### config.mk
export PLATFORM = sky130hd
export DESIGN_NAME = servo_pid_channel_updater
export DESIGN_NICKNAME = d
export VERILOG_FILES = /design/src/design/svpid_pkg.sv /design/src/design/servo_pid_channel_updater.sv /design/src/design/svpid_sequencer.sv /design/src/design/svpid_datapath.sv
export SDC_FILE = /design/constraint.sdc
export NUM_CORES = 2
export LEC_CHECK = 0
export ABC_AREA = 1
export BUFFER_PORTS_ARGS = -buffer_cell sky130_fd_sc_hd__buf_2
export CORE_MARGIN = 3
export CORE_UTILIZATION = 55
export DETAILED_ROUTE_END_ITERATION = 6
export PLACE_DENSITY = 0.67
export SYNTH_ARGS = -nofsm -noshare
export SYNTH_HDL_FRONTEND = slang
export SYNTH_HIERARCHICAL = 1
export SYNTH_SLANG_ARGS = --single-unit
### constraint.sdc
create_clock -name clock -period 13.1 [get_ports clock]
set_input_delay 2.62 -clock clock [delete_from_list [all_inputs] [get_ports clock]]
set_output_delay 2.62 -clock clock [all_outputs]
set_load 0.01 [all_outputs]
### src/design/svpid_pkg.sv
package svpid_pkg;

   localparam int NUM_SERVOS_DEF = 12;

   localparam int POS_W    = 7;
   localparam int CSR_W    = 16;
   localparam int PERIOD_W = 16;
   localparam int DIVR_W   = 10;
   localparam int DMAG_W   = 16;
   localparam int ACC_W    = 34;
   localparam int PC_W     = 4;
   localparam int CNT_W    = 4;

   localparam int GAIN_P_Q12   = 1065;
   localparam int GAIN_I_Q12   = 61;
   localparam int GAIN_D_Q12   = 164;
   localparam int POS_MAX      = 97;
   localparam int POS_MIN      = 1;
   localparam int CMD_BASE     = 144;
   localparam int POS_RESET    = 64;
   localparam int PERIOD_RESET = 100;
   localparam int DIV_RECIP    = 83887;
   localparam int DIV_SHIFT    = 23;
   localparam int DIV_STEPS    = 16;

   typedef enum logic [1:0] {
      REQ_COMMAND  = 2'd0,
      REQ_DEFAULTS = 2'd1,
      REQ_RESTART  = 2'd2
   } svpid_req_code_type;

   typedef enum logic [1:0] {
      CSR_PID_ENABLE  = 2'd0,
      CSR_DEFAULT_POS = 2'd1,
      CSR_PERIOD      = 2'd2
   } svpid_csr_index_type;

   typedef struct packed {
      logic [1:0] req_type;
      logic [3:0] servo_number;
      logic [6:0] target;
   } svpid_req_type;

   typedef struct packed {
      logic [7:0] cmd_byte;
      logic [6:0] value;
      logic       last;
   } svpid_rsp_type;

   typedef enum logic [3:0] {
      OP_NONE,
      OP_PASS,
      OP_DEFAULT,
      OP_RESTART,
      OP_ERR,
      OP_PTERM,
      OP_DSETUP,
      OP_INTEG,
      OP_ADDI,
      OP_DIVSTEP,
      OP_ADDD,
      OP_POSOUT
   } svpid_op_type;

   typedef enum logic [1:0] {
      BR_NEXT,
      BR_DONE,
      BR_LOOP_CH,
      BR_LOOP_DIV
   } svpid_br_type;

   typedef logic [PC_W-1:0] svpid_pc_type;

   typedef struct packed {
      svpid_op_type op;
      svpid_br_type br;
      svpid_pc_type target;
   } svpid_uinstr_type;

   typedef struct packed {
      logic         load;
      svpid_op_type op;
   } svpid_ctrl_type;

   typedef struct packed {
      logic ch_last;
      logic div_last;
   } svpid_status_type;

   localparam svpid_pc_type PC_IGNORE   = 4'd0;
   localparam svpid_pc_type PC_PASS     = 4'd1;
   localparam svpid_pc_type PC_DEFAULTS = 4'd2;
   localparam svpid_pc_type PC_RESTART  = 4'd3;
   localparam svpid_pc_type PC_PID      = 4'd4;
   localparam svpid_pc_type PC_DIV      = 4'd9;

   function automatic svpid_uinstr_type ucode(input svpid_pc_type pc);
      svpid_uinstr_type u;
      case (pc)
         4'd0:    u = '{op: OP_NONE,    br: BR_DONE,     target: PC_IGNORE};
         4'd1:    u = '{op: OP_PASS,    br: BR_DONE,     target: PC_IGNORE};
         4'd2:    u = '{op: OP_DEFAULT, br: BR_LOOP_CH,  target: PC_DEFAULTS};
         4'd3:    u = '{op: OP_RESTART, br: BR_LOOP_CH,  target: PC_RESTART};
         4'd4:    u = '{op: OP_ERR,     br: BR_NEXT,     target: PC_IGNORE};
         4'd5:    u = '{op: OP_PTERM,   br: BR_NEXT,     target: PC_IGNORE};
         4'd6:    u = '{op: OP_DSETUP,  br: BR_NEXT,     target: PC_IGNORE};
         4'd7:    u = '{op: OP_INTEG,   br: BR_NEXT,     target: PC_IGNORE};
         4'd8:    u = '{op: OP_ADDI,    br: BR_NEXT,     target: PC_IGNORE};
         4'd9:    u = '{op: OP_DIVSTEP, br: BR_LOOP_DIV, target: PC_DIV};
         4'd10:   u = '{op: OP_ADDD,    br: BR_NEXT,     target: PC_IGNORE};
         4'd11:   u = '{op: OP_POSOUT,  br: BR_DONE,     target: PC_IGNORE};
         default: u = '{op: OP_NONE,    br: BR_DONE,     target: PC_IGNORE};
      endcase
      return u;
   endfunction

endpackage

### src/design/servo_pid_channel_updater.sv
// A command runs the PID step when PID is on and passes the target through when it is off;
// defaults give one result a cycle, one per servo; restart resets every servo with no result.
// The PID step is set by the microprogram: five setup steps, a 16-step divide loop, two to finish.
// busy drops in the cycle the final result, if any, is shown; a new request is taken then.
// Synchronous reset restores CSRs and sequencer, positions to 64, errors and integrals to zero.
// Results are strobed for one cycle; the receiver cannot stall.
module servo_pid_channel_updater #(
   parameter int NUM_SERVOS = svpid_pkg::NUM_SERVOS_DEF
) (
   input  logic                              clock,
   input  logic                              reset,
   input  logic                              start,
   output logic                              busy,
   input  svpid_pkg::svpid_req_type           req_item,
   output logic                              rsp_valid,
   output svpid_pkg::svpid_rsp_type           rsp_item,
   input  logic                              csr_wr_en,
   input  logic [1:0]                        csr_index,
   input  logic [svpid_pkg::CSR_W-1:0]       csr_wdata
);

   logic                               pid_en_ff, pid_en_in;
   logic [svpid_pkg::POS_W-1:0]        defpos_ff, defpos_in;
   logic [svpid_pkg::PERIOD_W-1:0]     period_ff, period_in;
   svpid_pkg::svpid_ctrl_type           ctrl;
   svpid_pkg::svpid_status_type         status;

   always_comb begin
      pid_en_in = pid_en_ff;
      defpos_in = defpos_ff;
      period_in = period_ff;
      if (csr_wr_en) begin
         case (csr_index)
            svpid_pkg::CSR_PID_ENABLE:  pid_en_in = csr_wdata[0];
            svpid_pkg::CSR_DEFAULT_POS: defpos_in = csr_wdata[svpid_pkg::POS_W-1:0];
            svpid_pkg::CSR_PERIOD:      period_in = csr_wdata[svpid_pkg::PERIOD_W-1:0];
            default: begin
            end
         endcase
      end
   end

   always_ff @(posedge clock) begin
      if (reset) begin
         pid_en_ff <= 1'b1;
         defpos_ff <= svpid_pkg::POS_W'(svpid_pkg::POS_RESET);
         period_ff <= svpid_pkg::PERIOD_W'(svpid_pkg::PERIOD_RESET);
      end else begin
         pid_en_ff <= pid_en_in;
         defpos_ff <= defpos_in;
         period_ff <= period_in;
      end
   end

   svpid_sequencer #(
      .NUM_SERVOS(NUM_SERVOS)
   ) u_sequencer (
      .clock      (clock),
      .reset      (reset),
      .start      (start),
      .req_item   (req_item),
      .pid_enable (pid_en_ff),
      .status     (status),
      .busy       (busy),
      .ctrl       (ctrl)
   );

   svpid_datapath #(
      .NUM_SERVOS(NUM_SERVOS)
   ) u_datapath (
      .clock            (clock),
      .reset            (reset),
      .ctrl             (ctrl),
      .req_item         (req_item),
      .default_position (defpos_ff),
      .output_period    (period_ff),
      .status           (status),
      .rsp_valid        (rsp_valid),
      .rsp_item         (rsp_item)
   );

`ifndef SYNTH
   a_accept_busy: assert property (@(posedge clock) disable iff (reset)
      (start && !busy) |=> busy)
      else $error("request taken but busy not raised");

   a_rsp_in_item: assert property (@(posedge clock) disable iff (reset)
      rsp_valid |-> $past(busy))
      else $error("result with no request in progress");

   a_last_ends_item: assert property (@(posedge clock) disable iff (reset)
      rsp_valid |-> (rsp_item.last == !busy))
      else $error("last flag out of step with end of request");
`endif

endmodule

### src/design/svpid_sequencer.sv
module svpid_sequencer #(
   parameter int NUM_SERVOS = svpid_pkg::NUM_SERVOS_DEF
) (
   input  logic                       clock,
   input  logic                       reset,
   input  logic                       start,
   input  svpid_pkg::svpid_req_type    req_item,
   input  logic                       pid_enable,
   input  svpid_pkg::svpid_status_type status,
   output logic                       busy,
   output svpid_pkg::svpid_ctrl_type   ctrl
);

   logic                       busy_ff, busy_in;
   svpid_pkg::svpid_pc_type    pc_ff, pc_in;
   svpid_pkg::svpid_pc_type    entry;
   svpid_pkg::svpid_uinstr_type uinstr;
   logic                       accept;
   logic                       num_ok;

   always_comb begin
      uinstr = svpid_pkg::ucode(pc_ff);
      accept = start & ~busy_ff;
      num_ok = (6'(req_item.servo_number) >= 6'd1) &&
               (6'(req_item.servo_number) <= 6'(NUM_SERVOS));
      case (req_item.req_type)
         svpid_pkg::REQ_COMMAND: begin
            if (!num_ok) begin
               entry = svpid_pkg::PC_IGNORE;
            end else if (pid_enable) begin
               entry = svpid_pkg::PC_PID;
            end else begin
               entry = svpid_pkg::PC_PASS;
            end
         end
         svpid_pkg::REQ_DEFAULTS: entry = svpid_pkg::PC_DEFAULTS;
         svpid_pkg::REQ_RESTART:  entry = svpid_pkg::PC_RESTART;
         default:                 entry = svpid_pkg::PC_IGNORE;
      endcase

      busy_in = busy_ff;
      pc_in   = pc_ff;
      if (accept) begin
         busy_in = 1'b1;
         pc_in   = entry;
      end else if (busy_ff) begin
         case (uinstr.br)
            svpid_pkg::BR_NEXT: pc_in = pc_ff + 1'b1;
            svpid_pkg::BR_DONE: busy_in = 1'b0;
            svpid_pkg::BR_LOOP_CH: begin
               if (status.ch_last) begin
                  busy_in = 1'b0;
               end else begin
                  pc_in = uinstr.target;
               end
            end
            svpid_pkg::BR_LOOP_DIV: begin
               if (status.div_last) begin
                  pc_in = pc_ff + 1'b1;
               end else begin
                  pc_in = uinstr.target;
               end
            end
            default: busy_in = 1'b0;
         endcase
      end

      ctrl.load = accept;
      ctrl.op   = busy_ff ? uinstr.op : svpid_pkg::OP_NONE;
   end

   always_ff @(posedge clock) begin
      if (reset) begin
         busy_ff <= 1'b0;
         pc_ff   <= svpid_pkg::PC_IGNORE;
      end else begin
         busy_ff <= busy_in;
         pc_ff   <= pc_in;
      end
   end

   assign busy = busy_ff;

endmodule

### src/design/svpid_datapath.sv
module svpid_datapath #(
   parameter int NUM_SERVOS = svpid_pkg::NUM_SERVOS_DEF
) (
   input  logic                              clock,
   input  logic                              reset,
   input  svpid_pkg::svpid_ctrl_type          ctrl,
   input  svpid_pkg::svpid_req_type           req_item,
   input  logic [svpid_pkg::POS_W-1:0]       default_position,
   input  logic [svpid_pkg::PERIOD_W-1:0]    output_period,
   output svpid_pkg::svpid_status_type        status,
   output logic                              rsp_valid,
   output svpid_pkg::svpid_rsp_type           rsp_item
);

   localparam int CHW   = (NUM_SERVOS > 1) ? $clog2(NUM_SERVOS) : 1;
   localparam int POS_W = svpid_pkg::POS_W;
   localparam int ACC_W = svpid_pkg::ACC_W;
   localparam int DVR_W = svpid_pkg::DIVR_W;
   localparam int DMG_W = svpid_pkg::DMAG_W;
   localparam int CNT_W = svpid_pkg::CNT_W;

   logic        [POS_W-1:0] pos_ff   [NUM_SERVOS];
   logic signed [8:0]       perr_ff  [NUM_SERVOS];
   logic signed [31:0]      integ_ff [NUM_SERVOS];

   logic        [CHW-1:0]   ch_ff, ch_in;
   logic        [POS_W-1:0] tgt_ff, tgt_in;
   logic signed [8:0]       err_ff, err_in;
   logic signed [ACC_W-1:0] acc_ff, acc_in;
   logic        [DVR_W-1:0] dvsr_ff, dvsr_in;
   logic        [DVR_W-1:0] rem_ff, rem_in;
   logic        [DMG_W-1:0] quo_ff, quo_in;
   logic                    neg_ff, neg_in;
   logic        [CNT_W-1:0] cnt_ff, cnt_in;
   logic                    rsp_valid_ff, rsp_valid_in;
   svpid_pkg::svpid_rsp_type rsp_item_ff, rsp_item_in;

   logic                    pos_we, perr_we, integ_we;
   logic                    all_we, all_clear_integ;
   logic        [POS_W-1:0] pos_wd;
   logic signed [8:0]       perr_wd;
   logic signed [31:0]      integ_wd;

   logic        [5:0]       num_m1;
   logic        [POS_W-1:0] pos_rd;
   logic signed [8:0]       perr_rd;
   logic signed [31:0]      integ_rd;
   logic signed [20:0]      p_term;
   logic        [32:0]      recip_prod;
   logic        [DVR_W-1:0] quot100;
   logic signed [9:0]       delta;
   logic signed [18:0]      dnum;
   logic signed [15:0]      ierr;
   logic signed [32:0]      isum;
   logic        [DVR_W:0]   rem_sh;
   logic                    rem_ge;
   logic signed [DMG_W:0]   quo_s;
   logic signed [DMG_W:0]   dval;
   logic        [ACC_W-13:0] whole;
   logic        [POS_W-1:0] pos_new;
   logic        [7:0]       cmd_base;
   logic                    ch_last;

   always_comb begin
      num_m1   = 6'(req_item.servo_number) - 6'd1;
      pos_rd   = pos_ff[ch_ff];
      perr_rd  = perr_ff[ch_ff];
      integ_rd = integ_ff[ch_ff];
      ch_last  = (ch_ff == CHW'(NUM_SERVOS - 1));
      cmd_base = 8'(svpid_pkg::CMD_BASE) + 8'(ch_ff);

      p_term     = 21'(err_ff) * 21'sd1065;
      recip_prod = 33'(output_period) * 33'(svpid_pkg::DIV_RECIP);
      quot100    = recip_prod[svpid_pkg::DIV_SHIFT +: DVR_W];
      delta      = 10'(err_ff) - 10'(perr_rd);
      dnum       = 19'(delta) * 19'sd164;
      ierr       = 16'(err_ff) * 16'sd61;
      isum       = 33'(integ_rd) + 33'(ierr);
      rem_sh     = {rem_ff, quo_ff[DMG_W-1]};
      rem_ge     = (rem_sh >= {1'b0, dvsr_ff});
      quo_s      = $signed({1'b0, quo_ff});
      dval       = neg_ff ? -quo_s : quo_s;
      whole      = acc_ff[ACC_W-1:12];
      if (acc_ff < 34'sd4096) begin
         pos_new = POS_W'(svpid_pkg::POS_MIN);
      end else if (whole > (ACC_W-12)'(svpid_pkg::POS_MAX)) begin
         pos_new = POS_W'(svpid_pkg::POS_MAX);
      end else begin
         pos_new = whole[POS_W-1:0];
      end

      ch_in        = ch_ff;
      tgt_in       = tgt_ff;
      err_in       = err_ff;
      acc_in       = acc_ff;
      dvsr_in      = dvsr_ff;
      rem_in       = rem_ff;
      quo_in       = quo_ff;
      neg_in       = neg_ff;
      cnt_in       = cnt_ff;
      rsp_valid_in = 1'b0;
      rsp_item_in  = rsp_item_ff;
      pos_we          = 1'b0;
      perr_we         = 1'b0;
      integ_we        = 1'b0;
      all_we          = 1'b0;
      all_clear_integ = 1'b0;
      pos_wd   = default_position;
      perr_wd  = err_ff;
      integ_wd = integ_rd;

      if (ctrl.load) begin
         tgt_in = req_item.target;
         if (req_item.req_type == svpid_pkg::REQ_COMMAND) begin
            ch_in = num_m1[CHW-1:0];
         end else begin
            ch_in = '0;
         end
      end

      case (ctrl.op)
         svpid_pkg::OP_NONE: begin
         end
         svpid_pkg::OP_PASS: begin
            pos_we       = 1'b1;
            pos_wd       = tgt_ff;
            rsp_valid_in = 1'b1;
            rsp_item_in  = '{cmd_byte: cmd_base + 8'd1, value: tgt_ff, last: 1'b1};
         end
         svpid_pkg::OP_DEFAULT: begin
            pos_we       = 1'b1;
            perr_we      = 1'b1;
            pos_wd       = default_position;
            perr_wd      = '0;
            rsp_valid_in = 1'b1;
            rsp_item_in  = '{cmd_byte: cmd_base, value: default_position, last: ch_last};
            ch_in        = ch_ff + 1'b1;
         end
         svpid_pkg::OP_RESTART: begin
            pos_we   = 1'b1;
            perr_we  = 1'b1;
            integ_we = 1'b1;
            pos_wd   = default_position;
            perr_wd  = '0;
            integ_wd = '0;
            ch_in    = ch_ff + 1'b1;
         end
         svpid_pkg::OP_ERR: begin
            err_in = $signed({2'b00, tgt_ff}) - $signed({2'b00, pos_rd});
         end
         svpid_pkg::OP_PTERM: begin
            acc_in  = ACC_W'(p_term) + $signed({15'd0, pos_rd, 12'd0});
            dvsr_in = (quot100 == '0) ? DVR_W'(1) : quot100;
         end
         svpid_pkg::OP_DSETUP: begin
            neg_in  = dnum[18];
            quo_in  = dnum[18] ? DMG_W'(-dnum) : DMG_W'(dnum);
            rem_in  = '0;
            cnt_in  = CNT_W'(svpid_pkg::DIV_STEPS - 1);
            perr_we = 1'b1;
            perr_wd = err_ff;
         end
         svpid_pkg::OP_INTEG: begin
            integ_we = 1'b1;
            if (isum[32] != isum[31]) begin
               integ_wd = isum[32] ? 32'sh8000_0000 : 32'sh7fff_ffff;
            end else begin
               integ_wd = isum[31:0];
            end
         end
         svpid_pkg::OP_ADDI: begin
            acc_in = acc_ff + ACC_W'(integ_rd);
         end
         svpid_pkg::OP_DIVSTEP: begin
            rem_in = rem_ge ? DVR_W'(rem_sh - {1'b0, dvsr_ff}) : rem_sh[DVR_W-1:0];
            quo_in = {quo_ff[DMG_W-2:0], rem_ge};
            cnt_in = cnt_ff - 1'b1;
         end
         svpid_pkg::OP_ADDD: begin
            acc_in = acc_ff + ACC_W'(dval);
         end
         svpid_pkg::OP_POSOUT: begin
            pos_we       = 1'b1;
            pos_wd       = pos_new;
            rsp_valid_in = 1'b1;
            rsp_item_in  = '{cmd_byte: cmd_base + 8'd1, value: pos_new, last: 1'b1};
         end
         default: begin
         end
      endcase

      status.ch_last  = ch_last;
      status.div_last = (cnt_ff == '0);
   end

   always_ff @(posedge clock) begin
      ch_ff       <= ch_in;
      tgt_ff      <= tgt_in;
      err_ff      <= err_in;
      acc_ff      <= acc_in;
      dvsr_ff     <= dvsr_in;
      rem_ff      <= rem_in;
      quo_ff      <= quo_in;
      neg_ff      <= neg_in;
      cnt_ff      <= cnt_in;
      rsp_item_ff <= rsp_item_in;
      if (reset) begin
         rsp_valid_ff <= 1'b0;
         for (int i = 0; i < NUM_SERVOS; i++) begin
            pos_ff[i]   <= POS_W'(svpid_pkg::POS_RESET);
            perr_ff[i]  <= '0;
            integ_ff[i] <= '0;
         end
      end else begin
         rsp_valid_ff <= rsp_valid_in;
         if (pos_we) begin
            pos_ff[ch_ff] <= pos_wd;
         end
         if (perr_we) begin
            perr_ff[ch_ff] <= perr_wd;
         end
         if (integ_we) begin
            integ_ff[ch_ff] <= integ_wd;
         end
      end
   end

   assign rsp_valid = rsp_valid_ff;
   assign rsp_item  = rsp_item_ff;

endmodule
==> summary.txt <==
Initial antenna violation count = 5
PortBufs = 50
#FFs+latches synth = 903
Fill count = 8,720
DRC Markers = 5
Synth warnings = 6
Distinct cells, synth = 55
Part of the power in combinational logic = 48.4%
CP Max Fanout = 105
Worst-Margin Slew = 1170 ps
Hold Fails Final Rpt = 0
RSZ-0062 raised after global routing = no
Post-DP Area = 57,400 um2
DR iter-0 viols = 5,034
Pins Over Slew Limit = 0
Hold Path Depth = 2
Net Sw Frac = 43.0%
VDD IR max = 0.000273 V
Final-stage net count = 6,314
Most frequent cells in the layout = edfxtp_1 (860), nand2_1 (759), nor2_1 (747), inv_1 (673), o21ai_0 (543)
H-tree Lvls = 3
Startpoint types = register
Share of Yosys cell area claimed by the top area cell type = 45.7%
Pin count of the biggest net entering global routing = 202
Setup repair bufs after CTS = 0
All-Layer GR Usage = 30.2%
GPL Wtd Cong = 0.940
Synthesized area per cell = 9.60 um2
Routed WL per cell = 22.6 um
Final Instance Area = 60,400 um2
Crit path largest cell delay = 1010 ps
Synth area leader = edfxtp_1
Clock power frac = 22.4%
Clock Tree Root = clkbuf_16
Hold Path Origin = defpos_ff[6]$_SDFFE_PP1P_
Synth Area in Compound Gates = 16.1%
Ports = 53
Setup_tns = 0 ps
Worst Path Buf+Inv = 5
DP Wirelength = 105,000 um
Clock sink count = 903
Achievable frequency = 109 MHz
LEAKAGE = 0.0250 uW
PostCTS Resize Cnt = 0
Outcome = complete, but fails checks
Most frequent cell on the critical path = nand2_1
FP Rows = 116
Worst Clk Skew = 42.3 ps
Delay-heaviest family, CP = buffers and inverters
Reg2reg setup slack = 3910 ps
Critical Setup Path Class = reg2reg
WHS = 484 ps
FF-to-FF path depth = 25
NetSw = 5030 uW
Relative slew slack = 22.2%
Mux cell area share after synthesis = 0%
Clock Latency Late Sink = 690 ps
Final worst-path cycle share = 70.1%
Post-layout minimum cycle time = 9190 ps
CTS Buf Count = 96
Reg power frac = 29.2%
DRT antenna net count = 0
Arr. time, crit path = 9710 ps
Clock buffer depth = 3
GRT overflow = 0
First-pass GRT wire length = 248,000 um
Worst setup EP type = register
Post-Synth XOR/XNOR Area = 1.80%
Seq/Total Area, Yosys = 47.2%
Mapped Area = 56,500 um2
Die area = 107,000 um2
Share of layout cells above drive strength 1 = 10.9%
Area Overhead vs Synth = 6.99%
Die H = 326 um
Adder-cell share of the synthesized area = 13.2%
Worst-path clk slew = 60 ps
Max Cap Viol = 0
Area share of and/or/nand/nor cells after synthesis = 14.1%
Crit. path cell count = 25
Largest family of logic cells by synthesized area = compound AO/OA/AOI/OAI gates
Commonest non-fill, non-tap cell in the layout = edfxtp_1
DR vias = 43,268
Drt total wl = 163,000 um
Synth area leaders = edfxtp_1 (46%), ha_1 (7.8%), fa_1 (5.4%)
Violated checks = DRC
Int Pwr = 6680 uW
Post-CTS Hold Buffers = 0
Via/cell ratio = 6.00
HP Class = reg2reg
Instance count of the mapped netlist = 5,884
Drt first pass iters = 7
Pwr Density = 194 nW/um2
Die width = 326 um
Slowest CP cell = dfxtp_4
Syn Nets = 6,423
Vias in the first global route = 41,892
CTS tree = built
Initial Utilization = 55.9%
Required @ worst endpoint = 13,620 ps
Final Setup Violations = 0
Placeable Area = 101,000 um2
-- routing by layer --
metal  up-vias  share of wire (%)  GRT usage (%)
li1      20039                  -              -
met1     20869                 41           42.2
met2      1993                 46           48.4
met3       365                9.4           4.77
met4         2                3.3           9.87
met5         -             0.0080              0
-- tightest hold or removal path, stage by stage, from the launching register on --
cell and delay (ps):
dfxtp_1 330, nand2_1 60, nand3_1 60
-- cell type report --
cell class                 count  area [um2]  share of cell area (%)
sequential                   903       26700                    44.2
multi-input combinational   3964       25600                    42.4
inverter                     695        2630                    4.35
clock buffer                 113        2550                    4.22
tap                         1357        1700                    2.81
timing repair buffer         115         738                    1.22
clock inverter                59         468                   0.774
antenna                        2        5.00                 0.00828
-- registers in the layout (all words and copies together) (netlist names), 4 cells and up, named ones only --
| signal | cells |
|---|---|
| u_datapath/ch_ff | 4 |
| defpos_ff | 7 |
| u_datapath/acc_ff | 34 |
| u_datapath/tgt_ff | 7 |
| u_datapath/cnt_ff | 4 |
| u_datapath/dvsr_ff | 10 |
| u_sequencer/pc_ff | 4 |
| u_datapath/rem_ff | 10 |
| u_datapath/rsp_item | 14 |
| u_sequencer/uinstr | 9 |
| u_datapath/quo_ff | 16 |
| u_datapath/integ_ff | 512 |
| period_ff | 16 |
| u_datapath/perr_ff | 128 |
| u_datapath/pos_ff | 112 |
| u_datapath/err_ff | 8 |
-- power groups by stage --
stage                     combinational [uW]  sequential [uW]  clock (uW)
final                                   5660             3420        2630
after global placement                  5500             3480           0
after global routing                    6370             3430        2780
after CTS                               5580             3420        2660
after detailed placement                5540             3480           0
after floorplan                         4160             3450           0
-- cells in the mapped netlist (all sizes together) --
| master | instances |
|---|---|
| o21bai | 18 |
| and2 | 1 |
| a221oi | 1 |
| nor3b | 1 |
| o2111ai | 2 |
| conb | 2 |
| o311ai | 1 |
| o41ai | 1 |
| nor2 | 763 |
| o21a | 16 |
| edfxtp | 860 |
| a21o | 11 |
| clkbuf | 188 |
| xnor2 | 54 |
| clkinv | 1 |
| o221ai | 138 |
| dfxtp | 43 |
| fa | 152 |
| o31a | 1 |
| inv | 694 |
| nand2 | 824 |
| a21oi | 563 |
| a211oi | 5 |
| ha | 352 |
| buf | 134 |
| o21ai | 551 |
| o31ai | 4 |
| a21boi | 4 |
| nor4 | 6 |
| xor2 | 62 |
| nor3 | 30 |
| nand4 | 36 |
| or2 | 16 |
| o22ai | 61 |
| nand3b | 9 |
| nand3 | 212 |
| a31oi | 11 |
| o211ai | 56 |
-- final timing paths --
path / endpoint
max: u_datapath/integ_ff[2][0]$_SDFFCE_PN0P_
min: defpos_ff[6]$_SDFFE_PP1P_
max reg2reg: u_datapath/integ_ff[2][0]$_SDFFCE_PN0P_
min reg2reg: defpos_ff[6]$_SDFFE_PP1P_
-- through the flow --
stage / setup WS [ps] / total power (uW) / util [%] / cells
after floorplan: 7080 / 7600 / - / 5884
after global placement: 4250 / 8980 / 56.8 / 7034
after detailed placement: 4050 / 9020 / 56.8 / 7034
after CTS: 4040 / 11700 / 59.8 / 7206
after global routing: 3410 / 12600 / 59.8 / 7206
final: 3910 / 11700 / 59.8 / 7208
-- cell families (layout without fill, tap and decap cells) --
group / after synthesis / count (layout)
simple gates: 1898 / 1898
compound gates: 1444 / 1444
buf+inv: 1017 / 982
flops: 903 / 903
fa+ha+maj: 504 / 504
xor+xnor: 116 / 116
other cells: 2 / 4
Note: power is estimated with default switching activity, not from simulation.
